[config.mk]
export PLATFORM = sky130hd
export DESIGN_NAME = xor_sprite_framebuffer_unit
export DESIGN_NICKNAME = d
export VERILOG_FILES = /design/src/sv/xsf_pkg.sv /design/src/sv/xsf_ctrl.sv /design/src/sv/xsf_datapath.sv /design/src/sv/xor_sprite_framebuffer_unit.sv
export SDC_FILE = /design/constraint.sdc
export NUM_CORES = 2
export LEC_CHECK = 0
export BUFFER_PORTS_ARGS = -buffer_cell sky130_fd_sc_hd__buf_4
export CELL_PAD_IN_SITES_DETAIL_PLACEMENT = 1
export CELL_PAD_IN_SITES_GLOBAL_PLACEMENT = 1
export CORE_MARGIN = 5
export CORE_UTILIZATION = 56
export DETAILED_ROUTE_END_ITERATION = 8
export GPL_TIMING_DRIVEN = 0
export PLACE_DENSITY = 0.78
export SYNTH_ARGS = -nofsm -noshare
export SYNTH_HDL_FRONTEND = slang
export SYNTH_SLANG_ARGS = --single-unit
[constraint.sdc]
create_clock -name clk_i -period 11.3 [get_ports clk_i]
set_input_delay 1.13 -clock clk_i [delete_from_list [all_inputs] [get_ports clk_i]]
set_output_delay 1.13 -clock clk_i [all_outputs]
set_load 0.05 [all_outputs]
[src/sv/xsf_pkg.sv]
// Package: types, codes and defaults of the XOR sprite framebuffer.
`default_nettype none

package xsf_pkg;

  localparam int unsigned FrameWidthDefault  = 64;
  localparam int unsigned FrameHeightDefault = 32;
  localparam int unsigned PixOutWidth        = 64;

  typedef enum logic [1:0] {
    CMD_DRAW  = 2'd0,
    CMD_CLEAR = 2'd1,
    CMD_READ  = 2'd2
  } cmd_e;

  typedef struct packed {
    cmd_e       command;
    logic [7:0] start_x;
    logic [7:0] start_y;
    logic [3:0] row_index;
    logic [7:0] row_bits;
    logic       last_row;
  } xsf_in_t;

  typedef struct packed {
    logic                   collision;
    logic                   sprite_done;
    logic [PixOutWidth-1:0] row_pixels;
  } xsf_out_t;

  // Controller to datapath step commands.
  typedef struct packed {
    logic capture;  // latch the incoming command
    logic fetch;    // read the addressed row
    logic exec;     // modify, write back, load result
  } xsf_ctl_t;

  typedef enum logic [3:0] {
    ST_IDLE  = 4'b0001,
    ST_FETCH = 4'b0010,
    ST_EXEC  = 4'b0100,
    ST_DONE  = 4'b1000
  } xsf_state_e;

endpackage

`default_nettype wire

[src/sv/xsf_ctrl.sv]
// Sequencer: accept, fetch, execute, result strobe.
`default_nettype none

module xsf_ctrl (
  input  wire logic          clk_i,
  input  wire logic          rst_ni,
  input  wire logic          start,
  output logic               busy,
  output logic               done_o,
  output xsf_pkg::xsf_ctl_t  ctl_o
);

  xsf_pkg::xsf_state_e state_q, state_d;
  logic accept;

  assign busy   = !((state_q == xsf_pkg::ST_IDLE) || (state_q == xsf_pkg::ST_DONE));
  assign accept = start && !busy;
  assign done_o = (state_q == xsf_pkg::ST_DONE);

  assign ctl_o.capture = accept;
  assign ctl_o.fetch   = (state_q == xsf_pkg::ST_FETCH);
  assign ctl_o.exec    = (state_q == xsf_pkg::ST_EXEC);

  always_comb begin
    state_d = state_q;
    unique case (state_q)
      xsf_pkg::ST_IDLE:  state_d = accept ? xsf_pkg::ST_FETCH : xsf_pkg::ST_IDLE;
      xsf_pkg::ST_FETCH: state_d = xsf_pkg::ST_EXEC;
      xsf_pkg::ST_EXEC:  state_d = xsf_pkg::ST_DONE;
      xsf_pkg::ST_DONE:  state_d = accept ? xsf_pkg::ST_FETCH : xsf_pkg::ST_IDLE;
      default:           state_d = xsf_pkg::ST_IDLE;
    endcase
  end

  always_ff @(posedge clk_i or negedge rst_ni) begin
    if (!rst_ni) begin
      state_q <= xsf_pkg::ST_IDLE;
    end else begin
      state_q <= state_d;
    end
  end

endmodule

`default_nettype wire

[src/sv/xsf_datapath.sv]
// Datapath: row memory, row valid bits, sprite XOR and collision flag.
`default_nettype none

module xsf_datapath #(
  parameter int unsigned FRAME_WIDTH  = xsf_pkg::FrameWidthDefault,
  parameter int unsigned FRAME_HEIGHT = xsf_pkg::FrameHeightDefault
) (
  input  wire logic              clk_i,
  input  wire logic              rst_ni,
  input  wire xsf_pkg::xsf_ctl_t ctl_i,
  input  wire xsf_pkg::xsf_in_t  cmd_i,
  output xsf_pkg::xsf_out_t      res_o
);

  localparam int unsigned RowW = $clog2(FRAME_HEIGHT);
  localparam int unsigned ColW = $clog2(FRAME_WIDTH);
  localparam logic [9:0]  Height10 = 10'(FRAME_HEIGHT);
  localparam logic [8:0]  Width9   = 9'(FRAME_WIDTH);
  localparam logic [ColW:0] WidthC = (ColW+1)'(FRAME_WIDTH);
  localparam logic [ColW-1:0] LastCol = ColW'(FRAME_WIDTH - 1);

  // Value below 271, height at least 32: four restoring steps.
  function automatic logic [RowW-1:0] wrap_row(input logic [9:0] v);
    logic [9:0] r;
    r = v;
    for (int k = 3; k >= 0; k--) begin
      if (r >= (Height10 << k)) r = r - (Height10 << k);
    end
    return r[RowW-1:0];
  endfunction

  // Value below 256, width at least 64: two restoring steps.
  function automatic logic [ColW-1:0] wrap_col(input logic [7:0] v);
    logic [8:0] r;
    r = {1'b0, v};
    for (int k = 1; k >= 0; k--) begin
      if (r >= (Width9 << k)) r = r - (Width9 << k);
    end
    return r[ColW-1:0];
  endfunction

  xsf_pkg::cmd_e     cmd_q;
  logic [RowW-1:0]   row_q;
  logic [ColW-1:0]   col_q;
  logic [7:0]        bits_q;
  logic              last_q;

  logic [FRAME_WIDTH-1:0]  mem_q [FRAME_HEIGHT];
  logic [FRAME_HEIGHT-1:0] valid_q, valid_d;
  logic [FRAME_WIDTH-1:0]  rd_data_q;
  logic                    rd_valid_q;
  logic                    seen_q, seen_d;
  xsf_pkg::xsf_out_t       res_q, res_d;

  logic [9:0]             row_sum;
  logic [FRAME_WIDTH-1:0] cur_row, mask, new_row;
  logic                   hit, coll_new;

  assign row_sum = {2'b00, cmd_i.start_y}
                 + ((cmd_i.command == xsf_pkg::CMD_DRAW) ? {6'd0, cmd_i.row_index} : 10'd0);

  always_ff @(posedge clk_i) begin
    if (ctl_i.capture) begin
      cmd_q  <= cmd_i.command;
      row_q  <= wrap_row(row_sum);
      col_q  <= wrap_col(cmd_i.start_x);
      bits_q <= cmd_i.row_bits;
      last_q <= cmd_i.last_row;
    end
  end

  // Row memory: registered read in fetch, write-back in execute.
  always_ff @(posedge clk_i) begin
    if (ctl_i.fetch) begin
      rd_data_q  <= mem_q[row_q];
      rd_valid_q <= valid_q[row_q];
    end
  end

  always_ff @(posedge clk_i) begin
    if (ctl_i.exec && (cmd_q == xsf_pkg::CMD_DRAW)) begin
      mem_q[row_q] <= new_row;
    end
  end

  // Rows never written since reset or clear read as blank.
  assign cur_row = rd_valid_q ? rd_data_q : '0;

  always_comb begin
    logic [ColW:0]   col;
    logic [ColW-1:0] idx;
    mask = '0;
    for (int b = 0; b < 8; b++) begin
      col = {1'b0, col_q} + (ColW+1)'(b);
      if (col >= WidthC) col = col - WidthC;
      idx = LastCol - col[ColW-1:0];
      if (bits_q[7-b]) mask[idx] = 1'b1;
    end
  end

  assign new_row  = cur_row ^ mask;
  assign hit      = |(cur_row & mask);
  assign coll_new = seen_q | hit;

  always_comb begin
    valid_d = valid_q;
    seen_d  = seen_q;
    res_d   = res_q;
    if (ctl_i.exec) begin
      unique case (cmd_q)
        xsf_pkg::CMD_DRAW: begin
          valid_d[row_q]    = 1'b1;
          seen_d            = last_q ? 1'b0 : coll_new;
          res_d.collision   = coll_new;
          res_d.sprite_done = last_q;
          res_d.row_pixels  = new_row[FRAME_WIDTH-1 -: xsf_pkg::PixOutWidth];
        end
        xsf_pkg::CMD_CLEAR: begin
          valid_d           = '0;
          res_d.collision   = seen_q;
          res_d.sprite_done = 1'b0;
          res_d.row_pixels  = '0;
        end
        xsf_pkg::CMD_READ: begin
          res_d.collision   = seen_q;
          res_d.sprite_done = 1'b0;
          res_d.row_pixels  = cur_row[FRAME_WIDTH-1 -: xsf_pkg::PixOutWidth];
        end
        default: begin
          res_d = '0;
        end
      endcase
    end
  end

  always_ff @(posedge clk_i or negedge rst_ni) begin
    if (!rst_ni) begin
      valid_q <= '0;
      seen_q  <= 1'b0;
    end else begin
      valid_q <= valid_d;
      seen_q  <= seen_d;
    end
  end

  always_ff @(posedge clk_i) begin
    res_q <= res_d;
  end

  assign res_o = res_q;

endmodule

`default_nettype wire

[src/sv/xor_sprite_framebuffer_unit.sv]
// Top level of the monochrome XOR sprite framebuffer.
`default_nettype none

// Monochrome XOR sprite framebuffer, FRAME_WIDTH x FRAME_HEIGHT pixels.
// A command transfer happens on a rising edge with start high and busy low.
// Every command yields one result, shown on res_o for exactly one cycle
// while done_o is high; the receiver cannot stall, so it must take the
// result in that cycle. The result strobes once the command has passed
// capture, row fetch and modify/write-back, and busy drops in the
// strobe cycle, so a new command can be taken while the result is shown.
// Commands do not overlap further because each one does a
// read-modify-write of one frame row through the single-port row memory.
// Draw XORs the 8-pixel sprite row into frame row (start_y + row_index)
// mod FRAME_HEIGHT at columns start_x mod FRAME_WIDTH onward, wrapping;
// erasing a lit pixel sets the collision flag, which accumulates over a
// sprite and clears after the row marked last_row. Clear blanks the
// whole frame by dropping per-row valid bits; no clearing
// pass follows reset. Read returns row start_y mod FRAME_HEIGHT. Only
// the leftmost 64 columns appear on row_pixels (bit 63 = column 0).
// Command code 3 returns an all-zero result and changes nothing.
module xor_sprite_framebuffer_unit #(
  parameter int unsigned FRAME_WIDTH  = xsf_pkg::FrameWidthDefault,   // 64..128
  parameter int unsigned FRAME_HEIGHT = xsf_pkg::FrameHeightDefault   // 32..64
) (
  input  wire logic             clk_i,
  input  wire logic             rst_ni,
  input  wire logic             start,
  output logic                  busy,
  input  wire xsf_pkg::xsf_in_t cmd_i,
  output logic                  done_o,
  output xsf_pkg::xsf_out_t     res_o
);

  // Step commands from the sequencer to the datapath.
  xsf_pkg::xsf_ctl_t ctl;

  xsf_ctrl u_ctrl (
    .clk_i  (clk_i),
    .rst_ni (rst_ni),
    .start  (start),
    .busy   (busy),
    .done_o (done_o),
    .ctl_o  (ctl)
  );

  xsf_datapath #(
    .FRAME_WIDTH  (FRAME_WIDTH),
    .FRAME_HEIGHT (FRAME_HEIGHT)
  ) u_datapath (
    .clk_i  (clk_i),
    .rst_ni (rst_ni),
    .ctl_i  (ctl),
    .cmd_i  (cmd_i),
    .res_o  (res_o)
  );

endmodule

`default_nettype wire

Word level (Yosys, flattened, before mapping)
Memories as Yosys holds them, arrays and structs flattened. A register that Yosys moved wholly into a read port is not among the register bits.
Cells that the tools add are included.

word-level totals
  word-level logic and storage cells = 167
  register bits after elaboration = 126
  memories kept = 1
  bits in writable memories = 2,048
  output and inout port bits = 68
  bits of input ports = 34

cells by class
  bitwise gates (word level) = 11
  multiplexer cells = 55
  reduce and logical (&&, ||, !) cells = 20
  add/sub/neg operators = 30
  equality and inequality tests = 6
  magnitude comparators = 32

memories
  name              words  bits a word  read ports  clocked after memory_dff  wr ports  RTL line            RTL
  u_datapath.mem_q  32     64           1           1                         1         xsf_datapath.sv:48  logic [FRAME_WIDTH-1:0] mem_q [FRAME_HEIGHT];

operators by type and width
  kind                 number
  $mux 64              9
  $or 64x64->64        7
  $pmux 66 s3          1
  $and 64x64->64       1
  $pmux 32 s2          1
  $reduce_or 64->1     1
  $xor 64x64->64       1
  $mux 10              6
  $lt 6x7->1 const B   8
  $mux 6               9
  $sub 6x1->6 const B  9
  $ge 7x7->1 const B   7
  $demux 1 s6          8
  $ge 6x1->1 const B   8
  $sub 6x6->6 const A  8
  $or 32x32->32        1
  $add 6x3->7 const B  4
  $mux 9               2
  $add 6x2->7 const B  2
  $mux 1               13
  $pmux 4 s3           1
  $logic_and 1x1->1    11
  $add 8x10->10        1
  $ge 10x6->1 const B  1
  other kinds (32)     34

Depth between registers and ports, before layout
  word-level depth = 26
  mapped depth = 19

Cells and area by module
A second synthesis with hierarchy kept.

second synthesis, totals
  cell total of the unflattened synthesis = 4,484
  area total of the unflattened synthesis = 89,746.1 sq um

modules (own cells, without submodules)
  module        cells an instance  area an instance (sq um)  seq. area each (sq um)  times used
  xsf_datapath  4,461              89,494.6                  66,919.2                1
  xsf_ctrl      23                 251.5                     101.3                   1

Worst setup path after synthesis
OpenSTA, ideal clock, no wires.

  path kind = register to register
  start point = register u_ctrl.state_q[0]
  end point = register u_datapath.rd_data_q[0] (read register of u_datapath.mem_q), enable pin
  slack = 3.225 ns
  period minus slack after synthesis = 8.075 ns
  path buffers = 1
  cell stages (with the launch flop) = 3
  data required time = 10.625 ns
  arrival time = 7.401 ns
  cells stage by stage = dfstp_2 clkbuf_1 nor4b_1

on the way
  longest elaborated chain between the ends = 1

RTL lines
  element                   RTL line            RTL
  start: declaration        xsf_ctrl.sv:13      xsf_pkg::xsf_state_e state_q, state_d;
  start signal: assignment  xsf_ctrl.sv:37      state_q <= xsf_pkg::ST_IDLE;
  start signal: assignment  xsf_ctrl.sv:39      state_q <= state_d;
  $eq 4x2->1                xsf_ctrl.sv:21      assign ctl_o.fetch = (state_q == xsf_pkg::ST_FETCH);
  end: declaration          xsf_datapath.sv:50  logic [FRAME_WIDTH-1:0] rd_data_q;

Every way passes these cells.
A chain may end at the register's enable or synchronous reset.

Worst setup path in the final report
  start point = register u_datapath.col_q[0]
  end point = register u_datapath.res_q, in the netlist u_datapath.res_o[65], data pin

on the way
  longest elaborated chain between the ends = 26
  elaborated cells on any way between the ends = 98
  those cells by class = add/sub (23); order compare (24); mux (33); bitwise (9); reduce/logical (9)

RTL lines
  element                                                            RTL line                                RTL
  start: declaration                                                 xsf_datapath.sv:44                      logic [ColW-1:0] col_q;
  start signal: assignment                                           xsf_datapath.sv:66                      col_q <= wrap_col(cmd_i.start_x);
  $add 6x1->7 (tied with other cells)                                xsf_datapath.sv:94                      col = {1'b0, col_q} + (ColW+1)'(b);
  $sub 6x1->6 (tied with other cells)                                xsf_datapath.sv:95                      if (col >= WidthC) col = col - WidthC;
  $mux 6 or $sub 6x6->6 (tied branches)                              xsf_datapath.sv:95, xsf_datapath.sv:96
  $sub 6x6->6 (tied with other cells)                                xsf_datapath.sv:96                      idx = LastCol - col[ColW-1:0];
  $lt 6x7->1 (implied by the code) (tied with other cells)           xsf_datapath.sv:97                      if (bits_q[7-b]) mask[idx] = 1'b1;
  $logic_and 1x1->1 (implied by the code) or $mux 1 (tied branches)  xsf_datapath.sv:97
  $mux 1 (implied by the code) or $demux 1 s6 (tied branches)        --
  $demux 1 s6 or $mux 64 (tied branches)                             --
  [... 10 more ...]                                                  --
  $or 64x64->64 (no source line)                                     --
  $mux 64                                                            xsf_datapath.sv:97
  $or 64x64->64 (no source line)                                     --
  $mux 64 *                                                          xsf_datapath.sv:97
  $and 64x64->64 *                                                   xsf_datapath.sv:102                     assign hit = |(cur_row & mask);
  $reduce_or 64->1 *                                                 xsf_datapath.sv:102
  $or 1x1->1 *                                                       xsf_datapath.sv:103                     assign coll_new = seen_q | hit;
  $pmux 66 s3 *                                                      xsf_datapath.sv:110                     unique case (cmd_q)
  end signal: assignment                                             xsf_datapath.sv:147                     res_q <= res_d;
  end: declaration                                                   xsf_datapath.sv:53                      xsf_pkg::xsf_out_t res_q, res_d;

Mark *: on every way between the ends. The rest lies on a longest branch, timed or not.

==> results.cfg <==
[status]
status = complete, but fails checks
violations = max-capacitance violations, max-slew violations

[layout]
final_common_cell = edfxtp_1
post_route_cells_drive_above_1_share_pct = 24.6
nets = 5066
final_core_utilization_pct = 64.6
design_area_sq_um = 103000
areaGrowthSynthToFinish_pct = 15.1
layout_common_cells = 2201 x edfxtp_1, 520 x mux4_2, 307 x a22oi_1
post_layout_nonfiller_instances = 7263

[hold_path]
min_path_type = in2async

[sta]
finalClockSkew_ns = 0.118
timing.final.hold_violations = 0
fmax_ghz = 0.125
min_period_ns = 7.99
period_share_pct = 70.7
rsz0062_at_grt = no
slew_headroom_pct = -15.7
final_max_slew_viol_count = 160
whs_ns = 0.214
max_slew.worst_pin.slew_ns = 1.74
setup-tns-final_ns = 0
setup_viol = 0

[worst_setup_path]
critPathLaunch = u_datapath.col_q[0]
critPathCapture = u_datapath.res_o[65]
path_max_fanout = 10
cp.arrival_ns = 8.57
required_ns = 11.88
rr_worst_depth = 15
cp-end-kind = flip-flop
r2r-start = u_datapath.col_q[0]
worstSetupPathType = reg2reg
r2r-end = u_datapath.res_o[65]
crit_path_start_kind = flip-flop
r2r_setup_slack_ns = 3.31

[synth]
syn-num-nets = 4610
synthDistinctLibCells = 80
seq_area_frac_synth_pct = 74.7
synthArstFlopShare_pct = 1.65
ys_warn_count = 0
synth_ff_type = edfxtp_1
ys_ff_latch = 2238
syn_area_sq_um = 89800
syn_avg_cell_area_sq_um = 19.9
synth_edf_count = 2201
syn_inst = 4503

[floorplan]
rows = 147
dieArea_sq_um = 168000
io_pins = 102
fp.dieW_microns = 410
die_h_microns = 410
start_util_pct = 56.1
core_sq_um = 160000

[route]
dr.pass1.iters = 7
ant_nets = 0
viasPerCell = 7.94
drtIter0Drc = 11700
drt-total-wl_mm = 381
wire_per_inst_microns = 52.4
drc = 0
vias = 57700

[cts]
holdBufCountCts = 0
ctsHtreeMaxLevel = 4
postCtsResizedCells = 0
cts.sinks = 2238
cts_setup_buffers = 0
clock_latency_ns = 0.93
root_buffer = clkbuf_16
cts_tree = built
clockBufferDepth = 3
cts_buffers = 212
path_clk_slew_ns = 0.06

[place]
port_buffers = 96
dpl.hpwl_mm = 249
dp.cells = 6830
place_area_sq_um = 96400
gp_congestion = 0.995

[global_routing]
grt_usage_pct = 45.3
grt_pass1_wl_mm = 510
grt-ovfl-total = 0
antenna_found_initial = 37
grt_max_degree = 38
first_global_vias = 57000

[power_and_ir_drop]
p_leak_nw = 33.2
p_per_area_nw_per_um2 = 220
peakVddDrop_uv = 218

[flow_run]
cap_viol_max_count = 16
## worst max-delay path: stages (launching register included)
cell and delay (ns):
edfxtp_1 0.65, buf_2 0.39, inv_1 0.24, ha_1 0.35, clkbuf_1 0.40, or2_2 0.27
clkbuf_1 0.58, nor2_1 0.47, a221oi_1 0.66, nand2_1 0.29, ha_1 0.31, nor4_1 1.21
nand4_1 0.83, nor4_1 0.56, nor3_1 0.24, a21o_1 0.26
## sequential cells by signal, summed over array words and instances (netlist names)
| name | flops |
|---|---|
| u_datapath.bits_q | 8 |
| u_datapath.last_q | 1 |
| u_datapath.cmd_q | 2 |
| u_datapath.rd_data_q | 64 |
| u_datapath.mem_q | 2048 |
| u_ctrl.state_q | 4 |
| u_datapath.res_o | 66 |
| u_datapath.rd_valid_q | 1 |
| u_datapath.row_q | 5 |
| u_datapath.col_q | 6 |
| u_datapath.valid_q | 32 |
| u_datapath.seen_q | 1 |
## area by class of cell
type | count | area, sq um
antenna | 32 | 80.1
buffer | 251 | 1130
clock buffer | 266 | 5620
clock inverter | 134 | 1230
fill | 13100 | 56700
inverter | 15 | 56.3
multi-input combinational | 1999 | 21900
sequential | 2238 | 67000
tap | 2086 | 2610
timing repair buffer | 242 | 3710
## worst min-delay path by stage
stage / to / slack (ns) / cells after the start
global route: u_datapath.valid_q[8] / 0.22 / 1
detailed placement: u_datapath.valid_q[8] / 0.48 / 1
global placement: u_datapath.valid_q[10] / 0.47 / 1
CTS: u_datapath.valid_q[8] / 0.18 / 1
floorplan: u_datapath.valid_q[10] / 0.46 / 1
finish: u_datapath.valid_q[8] / 0.21 / 1
## cells by family after synthesis
logic type               count (synthesis)  synth area share, %
buffers and inverters                  266                 1.27
AND/OR/NAND/NOR                        722                 4.05
multiplexers                           587                 13.8
flip-flops                            2238                 74.7
XOR/XNOR                                27                0.289
adder cells (fa/ha/maj)                 73                 1.03
AO/OA/AOI/OAI                          590                 4.90
## cells in the mapped netlist, drive strengths merged (9+ instances only)
cell       n  area [sq um]
edfxtp  2201         66100
mux4     520         11700
a22oi    307          2300
nor2     247           940
clkbuf   140           526
buf      111           559
nand2    109           429
nand4     82           513
and2      76           475
ha        72           901
nand3     68           353
mux2i     66           661
a21oi     52           279
nor3      49           294
a221oi    48           420
o22ai     39           250
dfrtp     36           901
o21a      36           270
nor4      23           144
nand2b    17           114
xnor2     17           164
o21ai     15          78.8
a211oi    14           105
inv       14          52.6
or3       11          68.8
a222oi    10           100
o32ai     10          87.6
xor2      10          95.1
a22o       9          78.8
## routing by layer
layer	vias up	part of all wire [%]	track usage, %
met5	-	0.043	0.833
met1	29300	32	56.0
met4	24	8.4	29.4
met2	6692	44	66.2
li1	20000	-	-
met3	1697	16	18.8
## metrics by stage
step                      setup slack, ns  power [mW]
after floorplan                      3.22        12.9
after global placement              -4.28        15.1
after detailed placement             3.97        15.3
after CTS                            3.94        22.4
after global routing                 3.50        23.1
final                                3.31        22.7
## where the power goes
group	internal, mW	switching (mW)
registers	10.1	0.0887
clock network	3.85	3.36
logic	1.32	4.02
total	15.3	7.47
Power figures use the tool's default switching activity.
